[src/hdl/yrc_pkg.sv]
// ----------------------------------------------------------------------------
// yrc_pkg
// Shared constants, types and helper functions for the YUYV to RGB888
// color conversion pipeline.
// ----------------------------------------------------------------------------
`default_nettype none

package yrc_pkg;

  // Default number of fraction bits in the color coefficients
  localparam int COEF_FRAC_BITS_DEF = 12;

  // Byte widths of the stream fields
  localparam int PIX_W  = 8;
  localparam int IN_W   = 4 * PIX_W;
  localparam int OUT_W  = 6 * PIX_W;

  // Integer part of a channel after the fixed-point shift, signed
  localparam int CHAN_W = 11;

  // Conversion coefficients in millionths
  localparam longint CR_MICRO  = 64'd1370705;
  localparam longint CGV_MICRO = 64'd698001;
  localparam longint CGU_MICRO = 64'd337633;
  localparam longint CB_MICRO  = 64'd1732446;
  localparam longint Q_DIV     = 64'd1000000;
  localparam longint Q_HALF    = 64'd500000;

  // Output scale 220/256
  localparam logic [PIX_W-1:0] SCALE_MUL = 8'd220;

  // Two RGB pixels of one macropixel, already clamped
  typedef struct packed {
    logic [PIX_W-1:0] blue1;
    logic [PIX_W-1:0] green1;
    logic [PIX_W-1:0] red1;
    logic [PIX_W-1:0] blue0;
    logic [PIX_W-1:0] green0;
    logic [PIX_W-1:0] red0;
  } rgb_pair_t;

  // Round a coefficient given in millionths to nearest at 2^frac
  function automatic longint coef_q(input longint micro, input int frac);
    longint scaled;
    scaled = micro <<< frac;
    return (scaled + Q_HALF) / Q_DIV;
  endfunction

  // Clamp a signed channel value to 0..255
  function automatic logic [PIX_W-1:0] clamp_byte(input logic signed [CHAN_W-1:0] c);
    logic [PIX_W-1:0] res;
    if (c[CHAN_W-1]) begin
      res = '0;
    end else if (|c[CHAN_W-2:PIX_W]) begin
      res = '1;
    end else begin
      res = c[PIX_W-1:0];
    end
    return res;
  endfunction

  // Scale a byte by 220/256, floored
  function automatic logic [PIX_W-1:0] scale_byte(input logic [PIX_W-1:0] c);
    logic [2*PIX_W-1:0] prod;
    prod = {{PIX_W{1'b0}}, c} * {{PIX_W{1'b0}}, SCALE_MUL};
    return prod[2*PIX_W-1:PIX_W];
  endfunction

endpackage

`default_nettype wire

[src/hdl/yuyv_to_rgb888_converter.sv]
// ----------------------------------------------------------------------------
// yuyv_to_rgb888_converter
// YUYV 4:2:2 macropixel to two RGB888 pixels, clamped and scaled by 220/256.
// ----------------------------------------------------------------------------
// One macropixel is taken every clock while the output side does not stall,
// and its two RGB pixels pass through four register stages (chroma
// products, channel sums, floor and clamp, 220/256 scale); the last stage
// is the output register. Each stage refills as soon as its content moves
// on, so a stall on the output side holds each full stage in place back to
// the first empty one, and the input takes a new request in any cycle in
// which some stage, its own included, has room. tlast rides along with its
// macropixel. Nothing is stored between macropixels and reset only empties
// the pipeline.
// ----------------------------------------------------------------------------
`default_nettype none

module yuyv_to_rgb888_converter #(
  parameter int COEF_FRAC_BITS = yrc_pkg::COEF_FRAC_BITS_DEF
) (
  input  wire logic                        clk,
  input  wire logic                        rst,
  input  wire logic                        s_tvalid,
  output      logic                        s_tready,
  input  wire logic [yrc_pkg::IN_W-1:0]    s_tdata,   // y0, u, y1, v
  input  wire logic                        s_tlast,   // frame_end
  output      logic                        m_tvalid,
  input  wire logic                        m_tready,
  output      logic [yrc_pkg::OUT_W-1:0]   m_tdata,   // red0, green0, blue0, red1, green1, blue1
  output      logic                        m_tlast    // frame_end_out
);

  localparam int PW     = yrc_pkg::PIX_W;
  localparam int PROD_W = COEF_FRAC_BITS + 10;
  localparam int ACC_W  = COEF_FRAC_BITS + yrc_pkg::CHAN_W;

  // Stage 1 to stage 2
  logic                     mul_valid;
  logic                     sum_ready;
  logic [PW-1:0]            mul_y0;
  logic [PW-1:0]            mul_y1;
  logic                     mul_last;
  logic signed [PROD_W-1:0] prod_r;
  logic signed [PROD_W-1:0] prod_gv;
  logic signed [PROD_W-1:0] prod_gu;
  logic signed [PROD_W-1:0] prod_b;

  // Stage 2 to stage 3
  logic                     sum_valid;
  logic                     sat_ready;
  logic                     sum_last;
  logic signed [ACC_W-1:0]  acc_r0;
  logic signed [ACC_W-1:0]  acc_g0;
  logic signed [ACC_W-1:0]  acc_b0;
  logic signed [ACC_W-1:0]  acc_r1;
  logic signed [ACC_W-1:0]  acc_g1;
  logic signed [ACC_W-1:0]  acc_b1;

  // Stage 3 to stage 4
  logic                     sat_valid;
  logic                     scale_ready;
  logic                     sat_last;
  yrc_pkg::rgb_pair_t       sat_pix;

  // Output
  yrc_pkg::rgb_pair_t       out_pix;

  yrc_mul #(
    .COEF_FRAC_BITS (COEF_FRAC_BITS)
  ) u_mul (
    .clk         (clk),
    .rst         (rst),
    .in_valid    (s_tvalid),
    .in_ready    (s_tready),
    .y0          (s_tdata[PW-1:0]),
    .u           (s_tdata[2*PW-1:PW]),
    .y1          (s_tdata[3*PW-1:2*PW]),
    .v           (s_tdata[4*PW-1:3*PW]),
    .frame_end   (s_tlast),
    .out_valid   (mul_valid),
    .out_ready   (sum_ready),
    .y0_q        (mul_y0),
    .y1_q        (mul_y1),
    .frame_end_q (mul_last),
    .prod_r      (prod_r),
    .prod_gv     (prod_gv),
    .prod_gu     (prod_gu),
    .prod_b      (prod_b)
  );

  yrc_sum #(
    .COEF_FRAC_BITS (COEF_FRAC_BITS)
  ) u_sum (
    .clk         (clk),
    .rst         (rst),
    .in_valid    (mul_valid),
    .in_ready    (sum_ready),
    .y0          (mul_y0),
    .y1          (mul_y1),
    .frame_end   (mul_last),
    .prod_r      (prod_r),
    .prod_gv     (prod_gv),
    .prod_gu     (prod_gu),
    .prod_b      (prod_b),
    .out_valid   (sum_valid),
    .out_ready   (sat_ready),
    .frame_end_q (sum_last),
    .acc_r0      (acc_r0),
    .acc_g0      (acc_g0),
    .acc_b0      (acc_b0),
    .acc_r1      (acc_r1),
    .acc_g1      (acc_g1),
    .acc_b1      (acc_b1)
  );

  yrc_sat #(
    .COEF_FRAC_BITS (COEF_FRAC_BITS)
  ) u_sat (
    .clk         (clk),
    .rst         (rst),
    .in_valid    (sum_valid),
    .in_ready    (sat_ready),
    .frame_end   (sum_last),
    .acc_r0      (acc_r0),
    .acc_g0      (acc_g0),
    .acc_b0      (acc_b0),
    .acc_r1      (acc_r1),
    .acc_g1      (acc_g1),
    .acc_b1      (acc_b1),
    .out_valid   (sat_valid),
    .out_ready   (scale_ready),
    .frame_end_q (sat_last),
    .pix         (sat_pix)
  );

  yrc_scale u_scale (
    .clk         (clk),
    .rst         (rst),
    .in_valid    (sat_valid),
    .in_ready    (scale_ready),
    .frame_end   (sat_last),
    .pix         (sat_pix),
    .out_valid   (m_tvalid),
    .out_ready   (m_tready),
    .frame_end_q (m_tlast),
    .pix_q       (out_pix)
  );

  // Pack the pixels, first channel in the lowest byte
  assign m_tdata = {out_pix.blue1, out_pix.green1, out_pix.red1,
                    out_pix.blue0, out_pix.green0, out_pix.red0};

endmodule

`default_nettype wire

[src/hdl/yrc_mul.sv]
// ----------------------------------------------------------------------------
// yrc_mul
// First pipeline stage: remove the chroma offset and form the four
// coefficient products shared by both pixels.
// ----------------------------------------------------------------------------
`default_nettype none

module yrc_mul #(
  parameter int COEF_FRAC_BITS = yrc_pkg::COEF_FRAC_BITS_DEF
) (
  input  wire logic                              clk,
  input  wire logic                              rst,
  input  wire logic                              in_valid,
  output      logic                              in_ready,
  input  wire logic [yrc_pkg::PIX_W-1:0]         y0,
  input  wire logic [yrc_pkg::PIX_W-1:0]         u,
  input  wire logic [yrc_pkg::PIX_W-1:0]         y1,
  input  wire logic [yrc_pkg::PIX_W-1:0]         v,
  input  wire logic                              frame_end,
  output      logic                              out_valid,
  input  wire logic                              out_ready,
  output      logic [yrc_pkg::PIX_W-1:0]         y0_q,
  output      logic [yrc_pkg::PIX_W-1:0]         y1_q,
  output      logic                              frame_end_q,
  output      logic signed [COEF_FRAC_BITS+9:0]  prod_r,
  output      logic signed [COEF_FRAC_BITS+9:0]  prod_gv,
  output      logic signed [COEF_FRAC_BITS+9:0]  prod_gu,
  output      logic signed [COEF_FRAC_BITS+9:0]  prod_b
);

  localparam int COEF_W = COEF_FRAC_BITS + 2;
  localparam int PROD_W = COEF_W + yrc_pkg::PIX_W;

  localparam logic signed [COEF_W-1:0] CR =
    COEF_W'(yrc_pkg::coef_q(yrc_pkg::CR_MICRO, COEF_FRAC_BITS));
  localparam logic signed [COEF_W-1:0] CGV =
    COEF_W'(yrc_pkg::coef_q(yrc_pkg::CGV_MICRO, COEF_FRAC_BITS));
  localparam logic signed [COEF_W-1:0] CGU =
    COEF_W'(yrc_pkg::coef_q(yrc_pkg::CGU_MICRO, COEF_FRAC_BITS));
  localparam logic signed [COEF_W-1:0] CB =
    COEF_W'(yrc_pkg::coef_q(yrc_pkg::CB_MICRO, COEF_FRAC_BITS));

  logic                      valid;
  logic signed [yrc_pkg::PIX_W-1:0] du;
  logic signed [yrc_pkg::PIX_W-1:0] dv;
  logic signed [PROD_W-1:0]  prod_r_next;
  logic signed [PROD_W-1:0]  prod_gv_next;
  logic signed [PROD_W-1:0]  prod_gu_next;
  logic signed [PROD_W-1:0]  prod_b_next;

  // Subtract 128 by flipping the top bit
  assign du = signed'({~u[yrc_pkg::PIX_W-1], u[yrc_pkg::PIX_W-2:0]});
  assign dv = signed'({~v[yrc_pkg::PIX_W-1], v[yrc_pkg::PIX_W-2:0]});

  // Coefficient products, both operands sign extended to the product width
  assign prod_r_next  = PROD_W'(CR)  * PROD_W'(dv);
  assign prod_gv_next = PROD_W'(CGV) * PROD_W'(dv);
  assign prod_gu_next = PROD_W'(CGU) * PROD_W'(du);
  assign prod_b_next  = PROD_W'(CB)  * PROD_W'(du);

  // Advance when this stage is empty or its content moves on
  assign in_ready  = !valid || out_ready;
  assign out_valid = valid;

  always_ff @(posedge clk) begin
    if (rst) begin
      valid <= 1'b0;
    end else if (in_ready) begin
      valid <= in_valid;
    end
  end

  // Capture payload on each accepted request
  always_ff @(posedge clk) begin
    if (in_valid && in_ready) begin
      y0_q        <= y0;
      y1_q        <= y1;
      frame_end_q <= frame_end;
      prod_r      <= prod_r_next;
      prod_gv     <= prod_gv_next;
      prod_gu     <= prod_gu_next;
      prod_b      <= prod_b_next;
    end
  end

endmodule

`default_nettype wire

[src/hdl/yrc_sum.sv]
// ----------------------------------------------------------------------------
// yrc_sum
// Second pipeline stage: add the scaled luma to the chroma products and
// form the six fixed-point channel sums.
// ----------------------------------------------------------------------------
`default_nettype none

module yrc_sum #(
  parameter int COEF_FRAC_BITS = yrc_pkg::COEF_FRAC_BITS_DEF
) (
  input  wire logic                              clk,
  input  wire logic                              rst,
  input  wire logic                              in_valid,
  output      logic                              in_ready,
  input  wire logic [yrc_pkg::PIX_W-1:0]         y0,
  input  wire logic [yrc_pkg::PIX_W-1:0]         y1,
  input  wire logic                              frame_end,
  input  wire logic signed [COEF_FRAC_BITS+9:0]  prod_r,
  input  wire logic signed [COEF_FRAC_BITS+9:0]  prod_gv,
  input  wire logic signed [COEF_FRAC_BITS+9:0]  prod_gu,
  input  wire logic signed [COEF_FRAC_BITS+9:0]  prod_b,
  output      logic                              out_valid,
  input  wire logic                              out_ready,
  output      logic                              frame_end_q,
  output      logic signed [COEF_FRAC_BITS+10:0] acc_r0,
  output      logic signed [COEF_FRAC_BITS+10:0] acc_g0,
  output      logic signed [COEF_FRAC_BITS+10:0] acc_b0,
  output      logic signed [COEF_FRAC_BITS+10:0] acc_r1,
  output      logic signed [COEF_FRAC_BITS+10:0] acc_g1,
  output      logic signed [COEF_FRAC_BITS+10:0] acc_b1
);

  localparam int ACC_W = COEF_FRAC_BITS + yrc_pkg::CHAN_W;
  localparam int PAD_W = ACC_W - COEF_FRAC_BITS - yrc_pkg::PIX_W;

  logic                     valid;
  logic signed [ACC_W-1:0]  ys0;
  logic signed [ACC_W-1:0]  ys1;
  logic signed [ACC_W-1:0]  ext_r;
  logic signed [ACC_W-1:0]  ext_gv;
  logic signed [ACC_W-1:0]  ext_gu;
  logic signed [ACC_W-1:0]  ext_b;

  // Luma in fixed point, products sign extended
  assign ys0    = signed'({{PAD_W{1'b0}}, y0, {COEF_FRAC_BITS{1'b0}}});
  assign ys1    = signed'({{PAD_W{1'b0}}, y1, {COEF_FRAC_BITS{1'b0}}});
  assign ext_r  = ACC_W'(prod_r);
  assign ext_gv = ACC_W'(prod_gv);
  assign ext_gu = ACC_W'(prod_gu);
  assign ext_b  = ACC_W'(prod_b);

  assign in_ready  = !valid || out_ready;
  assign out_valid = valid;

  always_ff @(posedge clk) begin
    if (rst) begin
      valid <= 1'b0;
    end else if (in_ready) begin
      valid <= in_valid;
    end
  end

  // Form channel sums on each accepted request
  always_ff @(posedge clk) begin
    if (in_valid && in_ready) begin
      frame_end_q <= frame_end;
      acc_r0      <= ys0 + ext_r;
      acc_g0      <= ys0 - ext_gv - ext_gu;
      acc_b0      <= ys0 + ext_b;
      acc_r1      <= ys1 + ext_r;
      acc_g1      <= ys1 - ext_gv - ext_gu;
      acc_b1      <= ys1 + ext_b;
    end
  end

endmodule

`default_nettype wire

[src/hdl/yrc_sat.sv]
// ----------------------------------------------------------------------------
// yrc_sat
// Third pipeline stage: drop the fraction bits of each channel sum (floor)
// and clamp the result to 0..255.
// ----------------------------------------------------------------------------
`default_nettype none

module yrc_sat #(
  parameter int COEF_FRAC_BITS = yrc_pkg::COEF_FRAC_BITS_DEF
) (
  input  wire logic                              clk,
  input  wire logic                              rst,
  input  wire logic                              in_valid,
  output      logic                              in_ready,
  input  wire logic                              frame_end,
  input  wire logic signed [COEF_FRAC_BITS+10:0] acc_r0,
  input  wire logic signed [COEF_FRAC_BITS+10:0] acc_g0,
  input  wire logic signed [COEF_FRAC_BITS+10:0] acc_b0,
  input  wire logic signed [COEF_FRAC_BITS+10:0] acc_r1,
  input  wire logic signed [COEF_FRAC_BITS+10:0] acc_g1,
  input  wire logic signed [COEF_FRAC_BITS+10:0] acc_b1,
  output      logic                              out_valid,
  input  wire logic                              out_ready,
  output      logic                              frame_end_q,
  output      yrc_pkg::rgb_pair_t                pix
);

  localparam int ACC_W = COEF_FRAC_BITS + yrc_pkg::CHAN_W;

  logic               valid;
  yrc_pkg::rgb_pair_t pix_next;

  // Integer part of each sum is the arithmetic shift right, then clamp
  always_comb begin
    pix_next.red0   = yrc_pkg::clamp_byte(acc_r0[ACC_W-1:COEF_FRAC_BITS]);
    pix_next.green0 = yrc_pkg::clamp_byte(acc_g0[ACC_W-1:COEF_FRAC_BITS]);
    pix_next.blue0  = yrc_pkg::clamp_byte(acc_b0[ACC_W-1:COEF_FRAC_BITS]);
    pix_next.red1   = yrc_pkg::clamp_byte(acc_r1[ACC_W-1:COEF_FRAC_BITS]);
    pix_next.green1 = yrc_pkg::clamp_byte(acc_g1[ACC_W-1:COEF_FRAC_BITS]);
    pix_next.blue1  = yrc_pkg::clamp_byte(acc_b1[ACC_W-1:COEF_FRAC_BITS]);
  end

  assign in_ready  = !valid || out_ready;
  assign out_valid = valid;

  always_ff @(posedge clk) begin
    if (rst) begin
      valid <= 1'b0;
    end else if (in_ready) begin
      valid <= in_valid;
    end
  end

  // Capture clamped pixels on each accepted request
  always_ff @(posedge clk) begin
    if (in_valid && in_ready) begin
      frame_end_q <= frame_end;
      pix         <= pix_next;
    end
  end

endmodule

`default_nettype wire

[src/hdl/yrc_scale.sv]
// ----------------------------------------------------------------------------
// yrc_scale
// Last pipeline stage and output register: scale each channel by 220/256
// and hold the result for the downstream side.
// ----------------------------------------------------------------------------
`default_nettype none

module yrc_scale (
  input  wire logic               clk,
  input  wire logic               rst,
  input  wire logic               in_valid,
  output      logic               in_ready,
  input  wire logic               frame_end,
  input  wire yrc_pkg::rgb_pair_t pix,
  output      logic               out_valid,
  input  wire logic               out_ready,
  output      logic               frame_end_q,
  output      yrc_pkg::rgb_pair_t pix_q
);

  logic               valid;
  yrc_pkg::rgb_pair_t pix_next;

  // Scale every channel
  always_comb begin
    pix_next.red0   = yrc_pkg::scale_byte(pix.red0);
    pix_next.green0 = yrc_pkg::scale_byte(pix.green0);
    pix_next.blue0  = yrc_pkg::scale_byte(pix.blue0);
    pix_next.red1   = yrc_pkg::scale_byte(pix.red1);
    pix_next.green1 = yrc_pkg::scale_byte(pix.green1);
    pix_next.blue1  = yrc_pkg::scale_byte(pix.blue1);
  end

  assign in_ready  = !valid || out_ready;
  assign out_valid = valid;

  always_ff @(posedge clk) begin
    if (rst) begin
      valid <= 1'b0;
    end else if (in_ready) begin
      valid <= in_valid;
    end
  end

  // Hold the result until the downstream side takes it
  always_ff @(posedge clk) begin
    if (in_valid && in_ready) begin
      frame_end_q <= frame_end;
      pix_q       <= pix_next;
    end
  end

endmodule

`default_nettype wire

[config.mk]
export PLATFORM = sky130hd
export DESIGN_NAME = yuyv_to_rgb888_converter
export DESIGN_NICKNAME = d
export VERILOG_FILES = /design/src/hdl/yrc_pkg.sv /design/src/hdl/yuyv_to_rgb888_converter.sv /design/src/hdl/yrc_mul.sv /design/src/hdl/yrc_sum.sv /design/src/hdl/yrc_sat.sv /design/src/hdl/yrc_scale.sv
export SDC_FILE = /design/constraint.sdc
export NUM_CORES = 1
export LEC_CHECK = 0
export BUFFER_PORTS_ARGS = -buffer_cell sky130_fd_sc_hd__buf_2
export CORE_UTILIZATION = 45
export DETAILED_ROUTE_END_ITERATION = 8
export HOLD_SLACK_MARGIN = 0.08
export PLACE_DENSITY_LB_ADDON = 0.15
export SLEW_MARGIN = 5
export SYNTH_ARGS = -nofsm -noshare
export SYNTH_HDL_FRONTEND = slang
export SYNTH_SLANG_ARGS = --single-unit
[constraint.sdc]
create_clock -name clk -period 7.2 [get_ports clk]
set_input_delay 1.08 -clock clk [delete_from_list [all_inputs] [get_ports clk]]
set_output_delay 1.08 -clock clk [all_outputs]
set_load 0.1 [all_outputs]
==> results of run 1 <==
power breakdown:
group	internal, mW	switching, mW	total [mW]
clock	0.838	0.613	1.45
sequential	2.23	0.167	2.39
combinational	2.05	2.77	4.83
cell type report:
class	count	share of cell area (%)
clock buffer	34	3.077
clock inverter	20	0.7693
tap	664	3.339
sequential	247	29.65
multi-input combinational	1351	54.63
timing repair buffer	91	1.870
inverter	442	6.667
layer usage:
layer  global-route usage [%]  part of all wire [%]
met1                    22.56                    46
met5                        0                     0
met3                    2.034                   2.5
met4                    5.013                   2.9
met2                    29.92                    48
kinds of logic after synthesis:
family | Yosys count | share of synthesized area, %
fa+ha+maj | 615 | 40.68
buf+inv | 456 | 7.558
simple gates | 375 | 7.503
flops | 247 | 32.58
compound gates | 237 | 6.890
xor+xnor | 124 | 4.796
sequential cells by signal, indices dropped and copies added, names as in the netlist, 8 cells and up:
signal	flops
u_sat.pix	48
u_scale.pix_q	48
u_mul.prod_gv	21
u_mul.prod_gu	20
u_sum.acc_b0	11
u_sum.acc_b1	11
u_sum.acc_g0	11
u_sum.acc_g1	11
u_sum.acc_r0	11
u_sum.acc_r1	11
u_mul.prod_b	10
u_mul.prod_r	10
u_mul.y0_q	8
u_mul.y1_q	8
cells in the final DEF, fill, tap and decap left out, types with 5 or more instances in the layout:
master,count
a21o_1,39
clkinvlp_4,5
and2_1,8
and3_1,17
fa_1,202
ha_1,413
nand3_1,20
o21bai_1,5
inv_1,442
o21a_1,16
a41o_1,6
o21ai_0,36
a21oi_1,64
buf_2,87
edfxtp_1,243
or2_2,12
a21boi_1,6
xnor2_1,90
clkbuf_16,30
nor2_1,209
xor2_1,34
nand2b_1,5
nor3_1,29
nand2_1,34
o21ai_1,16
nor2b_1,24
a211oi_1,6
a31oi_1,8
clkinv_2,7
per-stage QoR:
stage	cell area [µm²]	setup slack [ns]	cells
finish	24880	1.768	2849
global route	24880	1.527	2849
CTS	24880	1.828	2849
detailed placement	23930	1.225	2795
global placement	23930	1.302	2795
floorplan	22650	1.488	2054
worst paths after layout:
| check | end | cells past startpoint | from | slack, ns |
|---|---|---|---|---|
| min | u_sum.frame_end_q | 0 | u_mul.frame_end_q | 0.42 |
| min reg2reg | u_sum.frame_end_q | 0 | u_mul.frame_end_q | 0.42 |
| max | u_mul.prod_r[21] | 18 | s_tdata[24] | 1.77 |
| max reg2reg | u_scale.pix_q[39] | 15 | u_sat.pix[35] | 3.27 |
==> flow_summary_export.csv, run 1 <==
group,metric,value,unit
run_status,status,"finished clean",
timing,slew_headroom,34.80,%
clock_tree,post_cts_buffers,0,
floorplan,io_pins,88,
timing,rsz0062_at_grt,"no",
setup_path,slowest_delay,0.54,ns
route,first_iter_violations,438,
synthesis,synth_top_area_share,32.22,%
final_layout,final_nets,2815,
timing,whs,0.4190,ns
setup_path,crit_path_cell_trace,"buf_2 > inv_1 > fa_1 > inv_1 > fa_1 > fa_1 > inv_1 > fa_1 > inv_1 > ha_1 > a21o_1 > a2111oi_0 > o21ai_1 > and3_1 > and3_1 > o21a_1 > o41ai_1 > xnor2_1",
final_layout,n_antenna_cell,0,
synthesis,ys_warn_count,0,
synthesis,synth_seq_cells,247,
floorplan,coreArea,49250,µm²
synthesis,synth_edf_count,243,
clock_tree,cts_resized,0,
clock_tree,ctsHoldBuffers,0,
min_path,hp-class,"reg -> reg",
global_routing,antenna_found_initial,0,
setup_path,critPathArrivalTime,5.74,ns
clock_tree,cts_max_path_buffers,3,
route,via_per_inst,4.855,
clock_tree,root_buffer,"clkbuf_16",
global_routing,grt_pass1_wl,70.72,mm
synthesis,syn_avg_cell_area,11.03,µm²
route,post_drt_wl_per_cell,14.68,µm
timing,slew_violations,0,
floorplan,start_util,45.98,%
route,first_pass_iters,4,
synthesis,synth_largest_area_cell,"edfxtp_1",
setup_path,crit_path_start_kind,"input pin",
setup_path,critical_path.max_fanout,10,
global_routing,gr-usage-all-layers,17.23,%
synthesis,yosysMostFrequentCell,"inv_1",
timing,tns,0,ns
timing,finalClockSkew,0.03657,ns
route,antenna_left,0,
final_layout,drive_gt1_share,7.368,%
synthesis,synth.area.top_cells,"edfxtp_1 (32%), ha_1 (23%), fa_1 (18%)",
timing,fin_crit_sh,75.44,%
setup_path,cp_data_required_time,7.51,ns
synthesis,ys_async_sr_fraction,0,%
placed_design,place_hpwl,35.23,mm
global_routing,overflow,0,
setup_path,slowest_stage,"fa_1",
power,p_leak,12.09,nW
clock_tree,cts.htree.levels,1,
clock_tree,cts_buffers,30,
global_routing,grt_pass1_vias,14520,
power,p_per_area,348.6,nW/µm²
final_layout,finish.utilization,50.52,%
synthesis,post_synth_inst_count,2054,
floorplan,die_w,226.3,µm
setup_path,criticalPathCategory,"in -> reg",
setup_path,endpoint_kind,"flip-flop",
setup_path,path_delay_family,"adder cells",
setup_path,crit_buf_inv,5,
floorplan,fp.dieArea,51230,µm²
route,drcViolationCount,0,
route,routed_wl,41.82,mm
synthesis,synth_nets,2706,
timing,worstMarginPinSlew,0.9779,ns
floorplan,fp-row-count,81,
flow_run,drv_cap,0,
timing,fmax,184.1,MHz
timing,hold_viol,0,
clock_tree,clkTransAtPathRegs,0.06,ns
synthesis,synth_cell_types,57,
placed_design,port_buffers,87,
power,power,8.674,mW
clock_tree,insertion_delay,0.60,ns
global_routing,grt_max_degree,76,
final_layout,fillCellCount,4485,
final_layout,multi_input_area,13590,µm²
synthesis,synth_flop_cell,"edfxtp_1",
synthesis,synth_area,22650,µm²
power,ir_worst_vdd,0.2150,mV
timing,fin_crit,5.432,ns
route,vias,13830,
synthesis,ys_seq_area_share,32.58,%
clock_tree,clkSinkCount,247,
clock_tree,cts_tree,"built",
timing,finalSetupViolCount,0,
placed_design,gp_congestion,0.8760,
final_layout,area_delta_synth_final,9.885,%
synthesis,synthTopCellsByCount,"inv_1 (442), ha_1 (413), edfxtp_1 (243)",
final_layout,final-seq-area,7377,µm²
floorplan,die_y,226.3,µm
Power figures use the tool's default switching activity.
==> run 2, diff against run 1 <==
==> constraint.sdc (replaced) <==
create_clock -name clk -period 5.1 [get_ports clk]
set_input_delay 0.765 -clock clk [delete_from_list [all_inputs] [get_ports clk]]
set_output_delay 0.765 -clock clk [all_outputs]
set_load 0.1 [all_outputs]
==> flow_summary_export.csv, run 2 (synthesized netlist as in run 1, its figures left out) <==
group,metric,value,unit
min_path,hp-class,"in -> reg",
final_layout,drive_gt1_share,10.37,%
placed_design,gp_congestion,0.8682,
setup_path,cp_data_required_time,5.41,ns
timing,hold_viol,0,
global_routing,grt_pass1_vias,14750,
final_layout,n_antenna_cell,0,
floorplan,fp.dieArea,51230,µm²
clock_tree,cts_buffers,30,
route,first_pass_iters,5,
route,drcViolationCount,0,
timing,fmax,209.1,MHz
timing,fin_crit_sh,93.79,%
final_layout,final_area,25490,µm²
clock_tree,insertion_delay,0.59,ns
floorplan,die_w,226.3,µm
power,power,12.51,mW
clock_tree,clkSinkCount,247,
timing,tns,0,ns
power,ir_worst_vdd,0.3309,mV
global_routing,overflow,0,
placed_design,placed_cell_area,24470,µm²
timing,slew_headroom,44.20,%
timing,worst_slack,0.3168,ns
placed_design,post-place-ws,-0.3905,ns
route,antenna_left,0,
final_layout,final_common_cell,"inv_1",
clock_tree,cts_tree,"built",
route,via_per_inst,4.794,
clock_tree,cts.htree.levels,1,
run_status,status,"finished clean",
floorplan,io_pins,88,
setup_path,endpoint_kind,"flip-flop",
flow_run,drv_cap,0,
clock_tree,post_cts_buffers,0,
timing,slew_violations,0,
floorplan,coreArea,49250,µm²
global_routing,grt_max_degree,68,
final_layout,top_regs,"u_sat.pix (48), u_scale.pix_q (48), u_mul.prod_gv (21)",
timing,fin_crit,4.783,ns
placed_design,port_buffers,87,
setup_path,critical_path.max_fanout,3,
timing,worstMarginPinSlew,0.8370,ns
global_routing,grt_pass1_wl,70.73,mm
floorplan,start_util,45.98,%
global_routing,antenna_found_initial,0,
setup_path,criticalPathCategory,"in -> reg",
route,vias,14000,
clock_tree,cts_max_path_buffers,3,
setup_path,crit_path_start_kind,"input pin",
floorplan,die_y,226.3,µm
setup_path,critPathArrivalTime,5.09,ns
route,post_drt_wl_per_cell,14.32,µm
final_layout,area_delta_synth_final,12.55,%
final_layout,final_nets,2887,
final_layout,layout_common_cells,"inv_1 (442), ha_1 (413), edfxtp_1 (243)",
timing,finalClockSkew,0.02799,ns
power,p_per_area,490.7,nW/µm²
route,first_iter_violations,383,
clock_tree,root_buffer,"clkbuf_16",
clock_tree,clkTransAtPathRegs,0.06,ns
route,routed_wl,41.83,mm
power,p_leak,12.46,nW
floorplan,fp-row-count,81,
timing,finalSetupViolCount,0,
placed_design,place_hpwl,35.82,mm
global_routing,gr-usage-all-layers,17.25,%
==> run 2: what timing repair did <==
action                     CTS  global route
hold buffers                 0             0
resized for setup            0             2
setup endpoints to repair    0             1
==> run 2: worst paths after layout <==
path | from | to | slack, ns | cells past startpoint
hold reg to reg | u_sat.frame_end_q | u_scale.frame_end_q | 0.42 | 0
hold / removal | s_tdata[21] | u_mul.y1_q[5] | 0.35 | 1
setup / recovery | s_tdata[24] | u_mul.prod_r[21] | 0.32 | 18
setup reg to reg | u_sat.pix[35] | u_scale.pix_q[39] | 1.18 | 15
==> run 2: layout make-up <==
class / instances / area, µm²
inverters: 442 / 1659
fillers: 4507 / 23770
multi-input cells: 1351 / 13600
clock buffers: 34 / 765.7
flip-flops and latches: 247 / 7377
clock inverters: 20 / 245.2
well taps: 664 / 830.8
repair buffers: 163 / 1006
==> run 2: worst max-delay path, cell delays in order <==
cell	delay [ns]
buf_2	0.09
inv_1	0.06
fa_1	0.53
inv_1	0.05
fa_1	0.46
fa_1	0.49
inv_1	0.06
fa_1	0.53
inv_1	0.04
ha_1	0.30
a21o_1	0.16
a2111oi_1	0.36
o21ai_1	0.18
and3_1	0.23
and3_1	0.19
o21a_1	0.22
o41ai_2	0.25
xnor2_1	0.14
==> run 2: where the power goes <==
| group | switching [mW] | internal, mW |
|---|---|---|
| combinational | 3.94 | 3.05 |
| sequential | 0.237 | 3.14 |
| clock | 0.850 | 1.29 |
| total | 5.03 | 7.48 |
==> run 2: per-layer routing <==
metal / GRT usage [%] / up-vias / wire length (µm)
met1: 22.07 / 6638 / 19140
li1: - / 7166 / -
met3: 1.698 / 61 / 987
met4: 5.057 / 0 / 1144
met5: 0 / - / 0
met2: 30.76 / 139 / 20560
==> run 2: through the flow <==
stage | hold slack [ns] | cells | utilization (%)
6_report | 0.3531 | 2921 | 51.75
5_1_grt | 0.3270 | 2921 | 51.75
4_1_cts | 0.3182 | 2921 | 51.73
3_5_place_dp | 0.4088 | 2867 | 49.67
3_3_place_gp | 0.4038 | 2867 | 49.67
2_1_floorplan | 0.4003 | 2054 | -
==> run 3, diff against run 2 <==
--- a/config.mk
+++ b/config.mk
@@ -6,6 +6,7 @@
 export NUM_CORES = 1
 export LEC_CHECK = 0
 export BUFFER_PORTS_ARGS = -buffer_cell sky130_fd_sc_hd__buf_2
+export CORE_MARGIN = 1.5
 export CORE_UTILIZATION = 45
 export DETAILED_ROUTE_END_ITERATION = 8
 export HOLD_SLACK_MARGIN = 0.08
==> flow_summary_export.csv, run 3 (synthesized netlist as in run 1, its figures left out) <==
group,metric,value,unit
setup_path,cp_data_required_time,5.42,ns
final_layout,area_delta_synth_final,12.53,%
floorplan,io_pins,88,
setup_path,crit_path_start_kind,"input pin",
final_layout,layout_common_cells,"inv_1 (442), ha_1 (413), edfxtp_1 (243)",
clock_tree,clkSinkCount,247,
route,antenna_left,0,
timing,fmax,208.8,MHz
route,drcViolationCount,0,
route,post_drt_wl_per_cell,14.48,µm
clock_tree,root_buffer,"clkbuf_16",
timing,fin_crit,4.788,ns
clock_tree,cts_tree,"built",
floorplan,die_w,227.3,µm
power,p_per_area,494.2,nW/µm²
final_layout,final_area,25480,µm²
floorplan,start_util,45.42,%
clock_tree,cts_max_path_buffers,3,
floorplan,coreArea,49860,µm²
floorplan,fp.dieArea,51680,µm²
power,p_leak,12.47,nW
timing,worstMarginPinSlew,0.8562,ns
setup_path,criticalPathCategory,"in -> reg",
route,routed_wl,42.35,mm
floorplan,die_y,227.3,µm
clock_tree,cts.htree.levels,1,
timing,slew_headroom,42.92,%
final_layout,n_antenna_cell,0,
clock_tree,insertion_delay,0.58,ns
setup_path,r2r-start,"u_sat.pix[43]",
route,first_pass_iters,4,
final_layout,drive_gt1_share,10.16,%
setup_path,endpoint_kind,"flip-flop",
timing,finalClockSkew,0.02768,ns
timing,rsz0062_at_grt,"no",
placed_design,port_buffers,87,
final_layout,final_nets,2882,
timing,slew_violations,0,
route,via_per_inst,4.807,
clock_tree,cts_buffers,30,
floorplan,fp-row-count,82,
setup_path,critical_path.max_fanout,4,
global_routing,grt_pass1_wl,70.28,mm
clock_tree,post_cts_buffers,0,
clock_tree,clkTransAtPathRegs,0.06,ns
global_routing,antenna_found_initial,0,
timing,finalSetupViolCount,0,
timing,hold_viol,0,
global_routing,gr-usage-all-layers,17.00,%
route,vias,14060,
timing,fin_crit_sh,93.89,%
power,ir_worst_vdd,0.2944,mV
flow_run,drv_cap,0,
route,first_iter_violations,535,
min_path,min_from,"s_tdata[20]",
placed_design,placed_cell_area,24440,µm²
global_routing,overflow,0,
global_routing,grt_pass1_vias,14490,
placed_design,gp_congestion,0.8782,
final_layout,final_common_cell,"inv_1",
final_layout,top_regs,"u_sat.pix (48), u_scale.pix_q (48), u_mul.prod_gv (21)",
min_path,hp-class,"in -> reg",
timing,whs,0.3548,ns
global_routing,grt_max_degree,68,
run_status,status,"finished clean",
placed_design,place_hpwl,35.66,mm
setup_path,critPathArrivalTime,5.11,ns
setup_path,cp-startpoint,"s_tdata[24]",
run 3: cell types whose count changed in the layout (fill, tap and decap cells not counted):
cell,change
clkinv_1,+3
a2111oi_0,+1
bufinv_16,+2
a2111oi_1,-1
clkinv_16,-1
clkbuf_1,-2
clkinv_4,-2
clkinv_8,+1
clkinv_2,+3
clkinvlp_4,-3
buf_4,-5
run 3: critical path, cell delays in order:
cell	delay (ns)
buf_2	0.08
inv_1	0.06
fa_1	0.53
inv_1	0.05
fa_1	0.45
fa_1	0.50
inv_1	0.05
fa_1	0.53
inv_1	0.04
ha_1	0.30
a21o_1	0.16
a2111oi_0	0.39
o21ai_1	0.19
and3_1	0.24
and3_1	0.19
o21a_1	0.22
o22a_1	0.21
xor2_1	0.15
run 3: area by class of cell:
type | instances | area, µm²
multi-input cells | 1351 | 13600
flip-flops and latches | 247 | 7377
clock buffers | 32 | 758.2
clock inverters | 23 | 277.8
fillers | 4516 | 24380
repair buffers | 158 | 968.4
inverters | 442 | 1659
well taps | 672 | 840.8
run 3: final timing paths:
kind | to | slack (ns) | cells after the start
hold reg to reg | u_sat.frame_end_q | 0.42 | 0
hold / removal | u_mul.y1_q[4] | 0.35 | 1
setup reg to reg | u_scale.pix_q[47] | 1.17 | 15
setup / recovery | u_mul.prod_r[20] | 0.31 | 18
run 3: timing repair:
| item | CTS | global route |
|---|---|---|
| hold buffers | 0 | 0 |
| setup endpoints to repair | 0 | 1 |
| gates resized for setup | 0 | 1 |
run 3: where the power goes:
group          switching (mW)  internal, mW  total (mW)
sequential              0.245          3.14        3.39
combinational            3.94          3.04        6.98
clock                   0.855          1.37        2.23
total                    5.03          7.56        12.6
run 3: routing by layer:
metal | share of wire, % | vias to the layer above | track usage [%]
met4 | 3.0 | 0 | 5.533
li1 | - | 7162 | -
met5 | 0 | - | 0
met1 | 46 | 6683 | 21.84
met2 | 48 | 152 | 29.70
met3 | 2.9 | 63 | 2.142
run 3: through the flow:
| step | total power [mW] | setup TNS (ns) | cells | util [%] | setup WS (ns) |
|---|---|---|---|---|---|
| 2_1_floorplan | 8.655 | 0 | 2054 | - | 0.01402 |
| 3_3_place_gp | 10.26 | -0.7718 | 2870 | 49.01 | -0.2620 |
| 3_5_place_dp | 10.44 | -1.453 | 2870 | 49.01 | -0.3320 |
| 4_1_cts | 12.76 | 0 | 2925 | 51.09 | 0.2763 |
| 5_1_grt | 13.74 | 0 | 2925 | 51.11 | 0.09485 |
| 6_report | 12.59 | 0 | 2925 | 51.11 | 0.3117 |
